<file path="src/sv/irt_pkg.sv">
// Package for the interval reservation table: field types, entry type,
// operation and status codes. No dependencies.
`timescale 1ns / 1ps
`default_nettype none
package irt_pkg;

  localparam int CAPACITY_DEF = 32;
  localparam int MAX_OUT = 32;

  localparam logic [1:0] FN_CREATE = 2'd0;
  localparam logic [1:0] FN_DELETE = 2'd1;
  localparam logic [1:0] FN_QUERY  = 2'd2;
  localparam logic [1:0] FN_LIST   = 2'd3;

  localparam logic [2:0] ST_OK            = 3'd0;
  localparam logic [2:0] ST_BAD_RANGE     = 3'd1;
  localparam logic [2:0] ST_OVERLAP       = 3'd2;
  localparam logic [2:0] ST_NOT_FOUND     = 3'd3;
  localparam logic [2:0] ST_FULL          = 3'd4;
  localparam logic [2:0] ST_IDS_EXHAUSTED = 3'd5;
  localparam logic [2:0] ST_NO_EVENTS     = 3'd6;

  typedef struct packed {
    logic [1:0]  func;
    logic [31:0] start_time;
    logic [31:0] end_time;
    logic [15:0] target_id;
  } irt_in_t;

  typedef struct packed {
    logic [2:0]  status;
    logic [15:0] entry_id;
    logic [31:0] start_out;
    logic [31:0] end_out;
    logic        last;
  } irt_out_t;

  typedef struct packed {
    logic [31:0] s;
    logic [31:0] e;
    logic [15:0] id;
  } irt_ent_t;

endpackage
`default_nettype wire

</file>
<file path="src/sv/irt_mem.sv">
// Entry memory of the interval reservation table: one write port and one
// registered read port. Depends on irt_pkg for the entry type.
`timescale 1ns / 1ps
`default_nettype none
module irt_mem
  import irt_pkg::*;
#(
  parameter int DEPTH = CAPACITY_DEF,
  parameter int AW = $clog2(DEPTH)
) (
  input  wire logic          clk,
  input  wire logic          wr_en,
  input  wire logic [AW-1:0] wr_addr,
  input  wire irt_ent_t      wr_data,
  input  wire logic [AW-1:0] rd_addr,
  output irt_ent_t           rd_data
);

  irt_ent_t mem [DEPTH];

  // Write port.
  always_ff @(posedge clk) begin
    if (wr_en) begin
      mem[wr_addr] <= wr_data;
    end
  end

  // Registered read port: the data for an address appears in the cycle after it.
  always_ff @(posedge clk) begin
    rd_data <= mem[rd_addr];
  end

endmodule
`default_nettype wire

</file>
<file path="src/sv/interval_reservation_table_top.sv">
// Top level of the interval reservation table: command sequencer around
// the sorted entry memory. Depends on irt_pkg and irt_mem.
//
// Usage: an operation transfers in at a clock edge where start is high and
// busy is low (in_item: func, start_time, end_time, target_id). Results come
// on out_item with a one-cycle strobe out_valid; the final result of an
// operation has last set. The receiver cannot stall, so results are simply
// presented once.
// Entries are held in one memory in ascending start order. Except for a
// bad range create, an operation walks the table with one read (S_SC_RD)
// and one check (S_SC_CK) per stored entry. The steps of each operation:
//   bad range create: answered at once, with no walk;
//   overlap create: walk up to the clashing entry, then the error result;
//   full or ids exhausted create: full walk, then the error result in S_END;
//   create: full walk, later entries moved up (S_SH_RD, S_SH_WR), then S_INS;
//   delete: walk up to the match, which is answered there, then busy while
//     the later entries move down, or a full walk and not found if absent;
//   query/list: walk to the end or MAX_OUT results, results during the walk.
// Throughput is one operation at a time; busy stays high until the operation,
// including any entry moves, has finished.
// Reset clears the entry count and sets the next id to one; the memory
// needs no clearing since only the first count entries are ever read.
`timescale 1ns / 1ps
`default_nettype none
module interval_reservation_table_top
  import irt_pkg::*;
#(
  parameter int CAPACITY = CAPACITY_DEF
) (
  input  wire logic    clk,
  input  wire logic    rst_n,
  input  wire logic    start,
  output logic         busy,
  input  wire irt_in_t in_item,
  output logic         out_valid,
  output irt_out_t     out_item
);

  localparam int AW = (CAPACITY > 1) ? $clog2(CAPACITY) : 1;
  localparam int CW = $clog2(CAPACITY + 1);
  localparam int HW = $clog2(MAX_OUT + 1);
  localparam logic [CW-1:0] CAP = CW'(CAPACITY);

  localparam logic [2:0] S_IDLE  = 3'd0;
  localparam logic [2:0] S_SC_RD = 3'd1;
  localparam logic [2:0] S_SC_CK = 3'd2;
  localparam logic [2:0] S_END   = 3'd3;
  localparam logic [2:0] S_SH_RD = 3'd4;
  localparam logic [2:0] S_SH_WR = 3'd5;
  localparam logic [2:0] S_INS   = 3'd6;

  logic [2:0]    state_r, state_nxt;
  irt_in_t       cmd_r, cmd_nxt;
  logic [CW-1:0] count_r, count_nxt;
  logic [15:0]   next_id_r, next_id_nxt;
  logic [CW-1:0] idx_r, idx_nxt;
  logic [CW-1:0] j_r, j_nxt;
  logic [CW-1:0] pos_r, pos_nxt;
  logic          pos_found_r, pos_found_nxt;
  logic [HW-1:0] hits_r, hits_nxt;
  logic          pend_r, pend_nxt;
  irt_ent_t      pend_ent_r, pend_ent_nxt;
  logic          out_valid_r, out_valid_nxt;
  irt_out_t      out_r, out_nxt;

  logic          wr_en;
  logic [AW-1:0] wr_addr;
  irt_ent_t      wr_data;
  logic [AW-1:0] rd_addr;
  irt_ent_t      rd_data;
  logic          hit;

  irt_mem #(.DEPTH(CAPACITY), .AW(AW)) u_mem (
    .clk(clk), .wr_en(wr_en), .wr_addr(wr_addr), .wr_data(wr_data),
    .rd_addr(rd_addr), .rd_data(rd_data)
  );

  assign busy = (state_r != S_IDLE);
  assign out_valid = out_valid_r;
  assign out_item = out_r;

  // Window match for the entry that was just read.
  assign hit = (cmd_r.func == FN_LIST)
            || ((rd_data.s < cmd_r.start_time) && (rd_data.e > cmd_r.start_time))
            || ((rd_data.s >= cmd_r.start_time) && (rd_data.s < cmd_r.end_time));

  // Sequencer.
  always_comb begin
    state_nxt = state_r;
    cmd_nxt = cmd_r;
    count_nxt = count_r;
    next_id_nxt = next_id_r;
    idx_nxt = idx_r;
    j_nxt = j_r;
    pos_nxt = pos_r;
    pos_found_nxt = pos_found_r;
    hits_nxt = hits_r;
    pend_nxt = pend_r;
    pend_ent_nxt = pend_ent_r;
    out_valid_nxt = 1'b0;
    out_nxt = '0;
    wr_en = 1'b0;
    wr_addr = j_r[AW-1:0];
    wr_data = rd_data;
    rd_addr = idx_r[AW-1:0];
    unique case (state_r)
      S_IDLE: begin
        if (start) begin
          cmd_nxt = in_item;
          idx_nxt = '0;
          pos_found_nxt = 1'b0;
          hits_nxt = '0;
          pend_nxt = 1'b0;
          if (in_item.func == FN_CREATE && in_item.start_time >= in_item.end_time) begin
            out_valid_nxt = 1'b1;
            out_nxt.status = ST_BAD_RANGE;
            out_nxt.last = 1'b1;
          end else if (count_r == '0) begin
            state_nxt = S_END;
          end else begin
            state_nxt = S_SC_RD;
          end
        end
      end
      S_SC_RD: begin
        state_nxt = S_SC_CK;
      end
      S_SC_CK: begin
        state_nxt = (idx_r + 1'b1 == count_r) ? S_END : S_SC_RD;
        idx_nxt = idx_r + 1'b1;
        case (cmd_r.func)
          FN_CREATE: begin
            if (cmd_r.start_time < rd_data.e && cmd_r.end_time > rd_data.s) begin
              out_valid_nxt = 1'b1;
              out_nxt.status = ST_OVERLAP;
              out_nxt.last = 1'b1;
              state_nxt = S_IDLE;
            end else if (!pos_found_r && rd_data.s >= cmd_r.start_time) begin
              pos_found_nxt = 1'b1;
              pos_nxt = idx_r;
            end
          end
          FN_DELETE: begin
            if (rd_data.id == cmd_r.target_id) begin
              out_valid_nxt = 1'b1;
              out_nxt = '{ST_OK, rd_data.id, rd_data.s, rd_data.e, 1'b1};
              j_nxt = idx_r;
              if (idx_r + 1'b1 < count_r) begin
                state_nxt = S_SH_RD;
              end else begin
                count_nxt = count_r - 1'b1;
                state_nxt = S_IDLE;
              end
            end
          end
          default: begin
            if (hit) begin
              if (pend_r) begin
                out_valid_nxt = 1'b1;
                out_nxt = '{ST_OK, pend_ent_r.id, pend_ent_r.s, pend_ent_r.e, 1'b0};
              end
              pend_nxt = 1'b1;
              pend_ent_nxt = rd_data;
              hits_nxt = hits_r + 1'b1;
              if (hits_r == HW'(MAX_OUT - 1)) begin
                state_nxt = S_END;
              end
            end
          end
        endcase
      end
      S_END: begin
        state_nxt = S_IDLE;
        out_valid_nxt = 1'b1;
        out_nxt.last = 1'b1;
        case (cmd_r.func)
          FN_CREATE: begin
            if (count_r >= CAP) begin
              out_nxt.status = ST_FULL;
            end else if (next_id_r == '0) begin
              out_nxt.status = ST_IDS_EXHAUSTED;
            end else begin
              out_valid_nxt = 1'b0;
              j_nxt = count_r;
              if (!pos_found_r) begin
                pos_nxt = count_r;
                state_nxt = S_INS;
              end else begin
                state_nxt = S_SH_RD;
              end
            end
          end
          FN_DELETE: begin
            out_nxt.status = ST_NOT_FOUND;
          end
          default: begin
            if (pend_r) begin
              out_nxt = '{ST_OK, pend_ent_r.id, pend_ent_r.s, pend_ent_r.e, 1'b1};
            end else begin
              out_nxt.status = ST_NO_EVENTS;
            end
          end
        endcase
      end
      S_SH_RD: begin
        // Create moves entries up, delete moves them down.
        rd_addr = (cmd_r.func == FN_CREATE) ? AW'(j_r - 1'b1) : AW'(j_r + 1'b1);
        state_nxt = S_SH_WR;
      end
      S_SH_WR: begin
        wr_en = 1'b1;
        if (cmd_r.func == FN_CREATE) begin
          j_nxt = j_r - 1'b1;
          state_nxt = (j_r - 1'b1 == pos_r) ? S_INS : S_SH_RD;
        end else begin
          j_nxt = j_r + 1'b1;
          if (j_r + 2'd2 < {1'b0, count_r}) begin
            state_nxt = S_SH_RD;
          end else begin
            count_nxt = count_r - 1'b1;
            state_nxt = S_IDLE;
          end
        end
      end
      S_INS: begin
        wr_en = 1'b1;
        wr_addr = pos_r[AW-1:0];
        wr_data = '{cmd_r.start_time, cmd_r.end_time, next_id_r};
        out_valid_nxt = 1'b1;
        out_nxt = '{ST_OK, next_id_r, cmd_r.start_time, cmd_r.end_time, 1'b1};
        count_nxt = count_r + 1'b1;
        next_id_nxt = next_id_r + 16'd1;
        state_nxt = S_IDLE;
      end
      default: begin
        state_nxt = S_IDLE;
      end
    endcase
  end

  // Control registers.
  always_ff @(posedge clk) begin
    if (!rst_n) begin
      state_r <= S_IDLE;
      count_r <= '0;
      next_id_r <= 16'd1;
      out_valid_r <= 1'b0;
      pend_r <= 1'b0;
    end else begin
      state_r <= state_nxt;
      count_r <= count_nxt;
      next_id_r <= next_id_nxt;
      out_valid_r <= out_valid_nxt;
      pend_r <= pend_nxt;
    end
  end

  // Payload and walk registers.
  always_ff @(posedge clk) begin
    cmd_r <= cmd_nxt;
    idx_r <= idx_nxt;
    j_r <= j_nxt;
    pos_r <= pos_nxt;
    pos_found_r <= pos_found_nxt;
    hits_r <= hits_nxt;
    pend_ent_r <= pend_ent_nxt;
    out_r <= out_nxt;
  end

  // The table never holds more than its capacity.
  a_count_cap: assert property (@(posedge clk) disable iff (!rst_n) count_r <= CAP)
    else $error("entry count above capacity");

  // An accepted operation either raises busy or answers at once.
  a_busy_after_start: assert property (@(posedge clk) disable iff (!rst_n)
    (start && !busy) |=> (busy || out_valid))
    else $error("accepted operation neither raised busy nor answered");

  // Error and no-events results are final and carry no id.
  a_err_final: assert property (@(posedge clk) disable iff (!rst_n)
    (out_valid && out_item.status != ST_OK) |-> (out_item.last && out_item.entry_id == '0))
    else $error("error result not final or with an id");

  // Results in the middle of a listing only come from a walk.
  a_mid_busy: assert property (@(posedge clk) disable iff (!rst_n)
    (out_valid && !out_item.last) |-> busy)
    else $error("non-final result while idle");

endmodule
`default_nettype wire
</file>
<file path="config.mk">
export PLATFORM = sky130hd
export DESIGN_NAME = interval_reservation_table_top
export DESIGN_NICKNAME = d
export VERILOG_FILES = /design/src/sv/irt_pkg.sv /design/src/sv/irt_mem.sv /design/src/sv/interval_reservation_table_top.sv
export SDC_FILE = /design/constraint.sdc
export NUM_CORES = 2
export LEC_CHECK = 0
export ABC_CLOCK_PERIOD_IN_PS = 11000
export BUFFER_PORTS_ARGS = -buffer_cell sky130_fd_sc_hd__buf_4
export CAP_MARGIN = 5
export CORE_MARGIN = 4
export CORE_UTILIZATION = 45
export CTS_CLUSTER_SIZE = 30
export DETAILED_ROUTE_END_ITERATION = 8
export PLACE_DENSITY = 0.58
export SYNTH_ARGS = -nofsm -noshare
export SYNTH_HDL_FRONTEND = slang
export SYNTH_HIERARCHICAL = 1
export SYNTH_SLANG_ARGS = --single-unit
export TNS_END_PERCENT = 10
</file>
<file path="constraint.sdc">
create_clock -name clk -period 11 [get_ports clk]
set_clock_uncertainty 0.15 [all_clocks]
set_input_delay 2.2 -clock clk [delete_from_list [all_inputs] [get_ports clk]]
set_output_delay 2.2 -clock clk [all_outputs]
set_load 0.005 [all_outputs]
</file>
# ---- Word level (Yosys, flattened, before mapping)
# Memories as Yosys holds them, arrays and structs flattened. A register that Yosys moved wholly into a read port is not among the register bits.
# Cells that the tools add are included.
dict set report word_totals {
  out_inout_bits 86
  elab_cells 187
  mem_bits_rw 2560
  mem_count 1
  regBits 298
  in_bits 85
}
# name words word_bits rd rd_ports_with_merged_regs write_ports line
set mem_list {}
lappend mem_list {u_mem.mem 32 80 1 1 1 irt_mem.sv:19} ;# irt_ent_t mem [DEPTH];
dict set report classes {
  n_lt_le_gt_ge 10
  n_eq_ne 28
  add_sub_neg 8
  bitwise_logic 1
  n_reduce_logical 29
  mux 88
}
# cell count
set ops {}
lappend ops {{81-bit 2-to-1 mux} 5}
lappend ops {{80-bit one-hot mux with 3 select lines} 1}
lappend ops {{80-bit one-hot mux with 2 select lines} 1}
lappend ops {{6-bit 2-to-1 mux} 21}
lappend ops {{32-bit less-than comparator} 3}
lappend ops {{80-bit 2-to-1 mux} 1}
lappend ops {{32-bit >= comparator} 2}
lappend ops {{32-bit greater-than comparator} 2}
lappend ops {{3-bit 2-to-1 mux} 13}
lappend ops {{6-bit one-hot mux with 2 select lines} 3}
lappend ops {{6-bit one-hot mux with 3 select lines} 2}
lappend ops {{2-bit != test (second input constant)} 15}
lappend ops {{6-bit by 1-bit adder with 6-bit output (second input constant)} 4}
lappend ops {{1-bit 2-to-1 mux} 20}
lappend ops {{3-bit one-hot mux with 6 select lines} 1}
lappend ops {{16-bit by 1-bit adder with 16-bit output (second input constant)} 1}
lappend ops {{16-bit equality test} 1}
lappend ops {{16-bit logical NOT} 1}
lappend ops {{5-bit 2-to-1 mux} 3}
lappend ops {{2-bit 2-to-1 mux} 7}
lappend ops {{6-bit equality test} 2}
lappend ops {{3-bit one-hot mux with 2 select lines} 2}
lappend ops {{6-bit AND reduction} 2}
lappend ops {{6-bit by 1-bit subtractor with 6-bit output (second input constant)} 2}
lappend ops {{other kinds (30)} 49}

# ---- Longest topological paths before layout
dict set report depth {
  ltp_word 7
  depth_mapped 16
  depth_no_buf 11
}

# ---- Hierarchy
# Netlist, hierarchy kept.
# mod seq_area_each_um2 cells_each n_inst area_each_um2
set by_module_without_submodules {}
lappend by_module_without_submodules {irt_mem 78475.3 4683 1 98903.6}
lappend by_module_without_submodules {interval_reservation_table_top 7837.5 1671 1 15825.2}

# ---- Least setup slack after synthesis
# Ideal clock, no wire load.
dict set report synth_path {
  path_kind {register to register}
  startpoint {register state_r[1]}
  endpoint {memory u_mem/mem[12][0] in the netlist's numbering, enable pin}
  setup_ns 0.519
  period_less_slack_ns 6.323
  slack_ns 4.677
  stages_incl_launch_ff 11
  required_ns 10.331
  path_buffers 5
  t_arrival_ns 5.654
  path_cell_list {dfxtp_1 > clkbuf_1 > and3b_1 > clkbuf_1 > clkbuf_1 > inv_2 > clkbuf_1 > nand2_1 > or3b_2 > clkbuf_1 > nor2_1}
}
dict set report synth_between {
  elab_chain_cells 5
  elab_cells_between_ends 7
  cone_classes {eq/ne (2); mux (4); reduce/logical (1)}
}
# item line
set synth_lines {}
lappend synth_lines {{start, declared} interval_reservation_table_top.sv:52} ;# logic [2:0] state_r, state_nxt;
lappend synth_lines {{start signal, assigned} interval_reservation_table_top.sv:250} ;# state_r <= state_nxt;
lappend synth_lines {{3-bit equality test} interval_reservation_table_top.sv:106} ;# unique case (state_r)
lappend synth_lines {{2-bit OR reduction (no line) (*)} --}
lappend synth_lines {{1-bit 2-to-1 mux (*)} interval_reservation_table_top.sv:106}
lappend synth_lines {{via wr_en} interval_reservation_table_top.sv:66} ;# logic wr_en;
lappend synth_lines {{1-bit 2-to-1 mux (*)} irt_mem.sv:23} ;# if (wr_en) begin
lappend synth_lines {{1-bit 2-to-1 mux (implied by the code) (*)} irt_mem.sv:24} ;# mem[wr_addr] <= wr_data;
lappend synth_lines {{end, declared} irt_mem.sv:19}
# The timed path passes the listed nets; every way through them passes the cells marked *.

# ---- Worst setup path after layout
dict set report layout_path {
  startpoint {register cmd_r[63] in the netlist's numbering}
  endpoint {register pend_ent_r[34] in the netlist's numbering, enable pin}
}
dict set report layout_between {
  elab_chain_cells 5
  elab_cells_between_ends 8
  cone_classes {order compare (3); reduce/logical (5)}
}
# item line
set layout_lines {}
lappend layout_lines {{start, declared} interval_reservation_table_top.sv:53} ;# irt_in_t cmd_r, cmd_nxt;
lappend layout_lines {{start signal, assigned} interval_reservation_table_top.sv:260} ;# cmd_r <= cmd_nxt;
lappend layout_lines {{32-bit less-than comparator or 32-bit greater-than comparator (tied branches)} interval_reservation_table_top.sv:84} ;# || ((rd_data.s < cmd_r.start_time) && (rd_data.e > cmd_r.start_time))
lappend layout_lines {{1-bit logical AND} interval_reservation_table_top.sv:84}
lappend layout_lines {{1-bit logical OR} interval_reservation_table_top.sv:84}
lappend layout_lines {{1-bit logical OR (*)} interval_reservation_table_top.sv:85} ;# || ((rd_data.s >= cmd_r.start_time) && (rd_data.s < cmd_r.end_time));
lappend layout_lines {{3-bit AND reduction (no line) (*)} --}
lappend layout_lines {{end signal, assigned} interval_reservation_table_top.sv:266} ;# pend_ent_r <= pend_ent_nxt;
lappend layout_lines {{end, declared} interval_reservation_table_top.sv:62} ;# irt_ent_t pend_ent_r, pend_ent_nxt;
# Mark *: on every way between the ends. The rest lies on a longest branch, timed or not.
# A chain may end at the register's enable or synchronous reset.

==> flow_summary.ini <==
[cells_and_area]
final_common_cell = edfxtp_1
nets = 6946
final_cell_mix = 2,747 x edfxtp_1, 643 x mux2i_1, 424 x a22oi_1
drive_above_1_share_pct = 17.5
n_fill_cell = 20289
syn2layout_area_growth_pct = 13.8

[global_route]
grt_usage_pct = 25.8
first_global_vias = 61822
grt_pass1_wl_um = 481000
antenna_found_initial = 15
grt_max_degree = 125
gr-total-overflow = 0

[critical_path]
crit_required_ps = 11380
cpMostUsedCell = buf_4
critPathMaxFanout = 46
worstPathArrival_ps = 6940
worstRegToRegCells = 10
cp_cell_sequence = ha_1 > a211oi_1 > o2111ai_1 > or3_1 > a41oi_1 > o21ai_1 > o221ai_1 > nor2b_4 > buf_4 > buf_4
r2r-start = cmd_r[63]
start_kind = register
slowest_delay_ps = 900
r2r-end = pend_ent_r[34]
r2r_slack_ps = 4440
cp-end-kind = register
crit_type = reg2reg
cp_slowest_cell = o221ai_1

[clock_tree]
cts_setup_buffers = 0
clkSinkCount = 2938
cts_htree_levels = 5
cts_root_buf = clkbuf_16
insertion_delay_ps = 940
cts-resized-gates = 0
cts_hold_buf = 0
cts_buffer_depth = 4
cts_tree = yes
clk_pin_slew_ps = 60
numCtsBuffers = 319

[synth]
yosysTopAreaCellShare_pct = 71.9
synthTopCellsByArea = edfxtp_1 72%, mux4_2 6.3%, mux2i_1 5.6%, dfxtp_1 3.3%, a22oi_1 2.8%
synthCells = 6354
async_reset_ff_share_pct = 0
synth_warnings = 6
netlist_area_um2 = 115000
ys_seq_area_share_pct = 75.2
synth_edf_count = 2747
synth_ff_type = edfxtp_1
syn-num-nets = 6591
synth.largest_area_cell = edfxtp_1
syn-mean-instance-area_um2 = 18.1
yosysUniqueCellTypes = 73
ys_seq_elements = 2938

[routing]
antenna_left = 0
wl_per_cell_um = 33.4
num_vias = 63351
remaining_drc_errors = 0
vias_per_cell = 6.14
drt_iter0_drc = 7643
drtPass1Iterations = 5
wirelength_um = 345000

[floorplan]
die_w_um = 513
dieArea_um2 = 263000
fp-row-count = 185
coreArea_um2 = 254000
start_util_pct = 45.2
die_h_um = 513
pin_count = 171

[timing]
fmax_ghz = 0.153
slew_viol_final = 0
post-route-period-util_pct = 59.6
min_period_ps = 6560
rsz0062_at_grt = no
finalHoldViolCount = 0
fin_tns_setup_ps = 0
slew_headroom_pct = 10.5
worstMarginPinSlew_ps = 1340
finalSetupViolCount = 0

[pwr]
power_density_nw_per_um2 = 230
fin_total_pwr_w = 0.0300
p_leak_nw = 43.3
ir_worst_vdd_mv = 0.193

[hold_path]
min_to = pend_ent_r[31]
hold_depth = 0
hold_class = reg2reg
hold_start = u_mem/rd_data[31]

[outcome]
outcome = complete, no violations

[place]
numPortBuffers = 170
detailed_place_hpwl_um = 198000
globalplace.congestion = 0.968

[job]
max-cap-violations = 0
==> through the flow <==
step	hold slack (ps)	instance area, um2	utilization, %	worst slack [ps]	instances
global route	323	131000	51.4	4310	10317
detailed placement	300	121000	47.5	4590	9747
finish	312	131000	51.4	4440	10326
global placement	291	121000	47.5	4680	9747
floorplan	280	115000	-	4680	6354
CTS	300	130000	51.4	4580	10306
==> metal layers <==
metal | up-vias | share of wire (%) | GRT usage, %
met5 | - | 0 | 0
met4 | 0 | 4.4 | 10.5
met3 | 579 | 8.0 | 4.61
met2 | 3009 | 47 | 41.2
met1 | 33453 | 40 | 35.4
li1 | 26310 | - | -
==> state kept, by name (all words and copies together), names as in the netlist <==
signal         count
next_id_r         16
pend_r             1
out_item          84
j_r                6
out_valid          1
cmd_r             82
state_r            3
count_r            6
u_mem/rd_data     80
u_mem/mem       2560
pos_r              6
pend_ent_r        80
pos_found_r        1
idx_r              6
hits_r             6
==> where the power goes <==
| part | internal (W) | switching (W) |
|---|---|---|
| combinational | 0.00162 | 0.00397 |
| clock | 0.00591 | 0.00421 |
| sequential | 0.0140 | 0.000291 |
| total | 0.0215 | 0.00848 |
==> synth_stat cells (all sizes together) (3+ instances only) <==
cell,n
edfxtp,2747
mux2i,643
a22oi,424
mux4,320
nand2,284
o21ai,262
dfxtp,191
nand3,180
buf,169
clkbuf,163
a21oi,160
ha,151
inv,151
nor2,95
nand4,73
a31oi,48
a22o,45
xor2,30
xnor2,29
nor2b,24
a21o,19
nor3,17
and2,14
nor4,12
and3,11
a211oi,10
or3,6
a41oi,5
nand3b,5
a32oi,4
and4,4
nand2b,4
a211o,3
a221oi,3
mux2,3
o211ai,3
o21a,3
o31ai,3
o32ai,3
or4b,3
==> cells by family after synthesis <==
group,after synthesis,synth area share [%]
DFF,2938,75.2
muxes,966,11.9
and+or+nand+nor,742,3.07
AOI/OAI and AO/OA,1014,5.75
xor gates and xnor gates,59,0.450
adders and majority gates,152,1.66
buffers and inverters,483,1.91
==> area by class of cell <==
type	count	area [um2]	area share [%]
Sequential cell	2938	86300	66.1
Timing Repair Buffer	366	2930	2.24
Clock buffer	453	8920	6.83
Clock inverter	106	837	0.641
Inverter	151	569	0.436
Antenna cell	13	32.5	0.0249
Tap cell	3366	4210	3.23
Multi-Input combinational cell	2933	26800	20.5
==> how the worst max path moves through the flow <==
stage,slack (ps),cells after the start,start,endpoint
floorplan,4680,10,state_r[1],u_mem/mem[12][0]
global placement,4680,10,cmd_r[63],pend_ent_r[26]
detailed placement,4590,10,cmd_r[63],pend_ent_r[26]
CTS,4580,10,cmd_r[63],pend_ent_r[38]
global route,4310,11,u_mem/rd_data[31],pend_ent_r[38]
finish,4440,10,cmd_r[63],pend_ent_r[34]
==> worst max-delay path: cells and delay by family (launching register included) <==
kind,cells,cell delay (ps)
compound gates,5,2610
buf+inv,2,1350
simple gates,2,1130
flops,1,470
fa+ha+maj,1,370
Power figures use the tool's default switching activity.
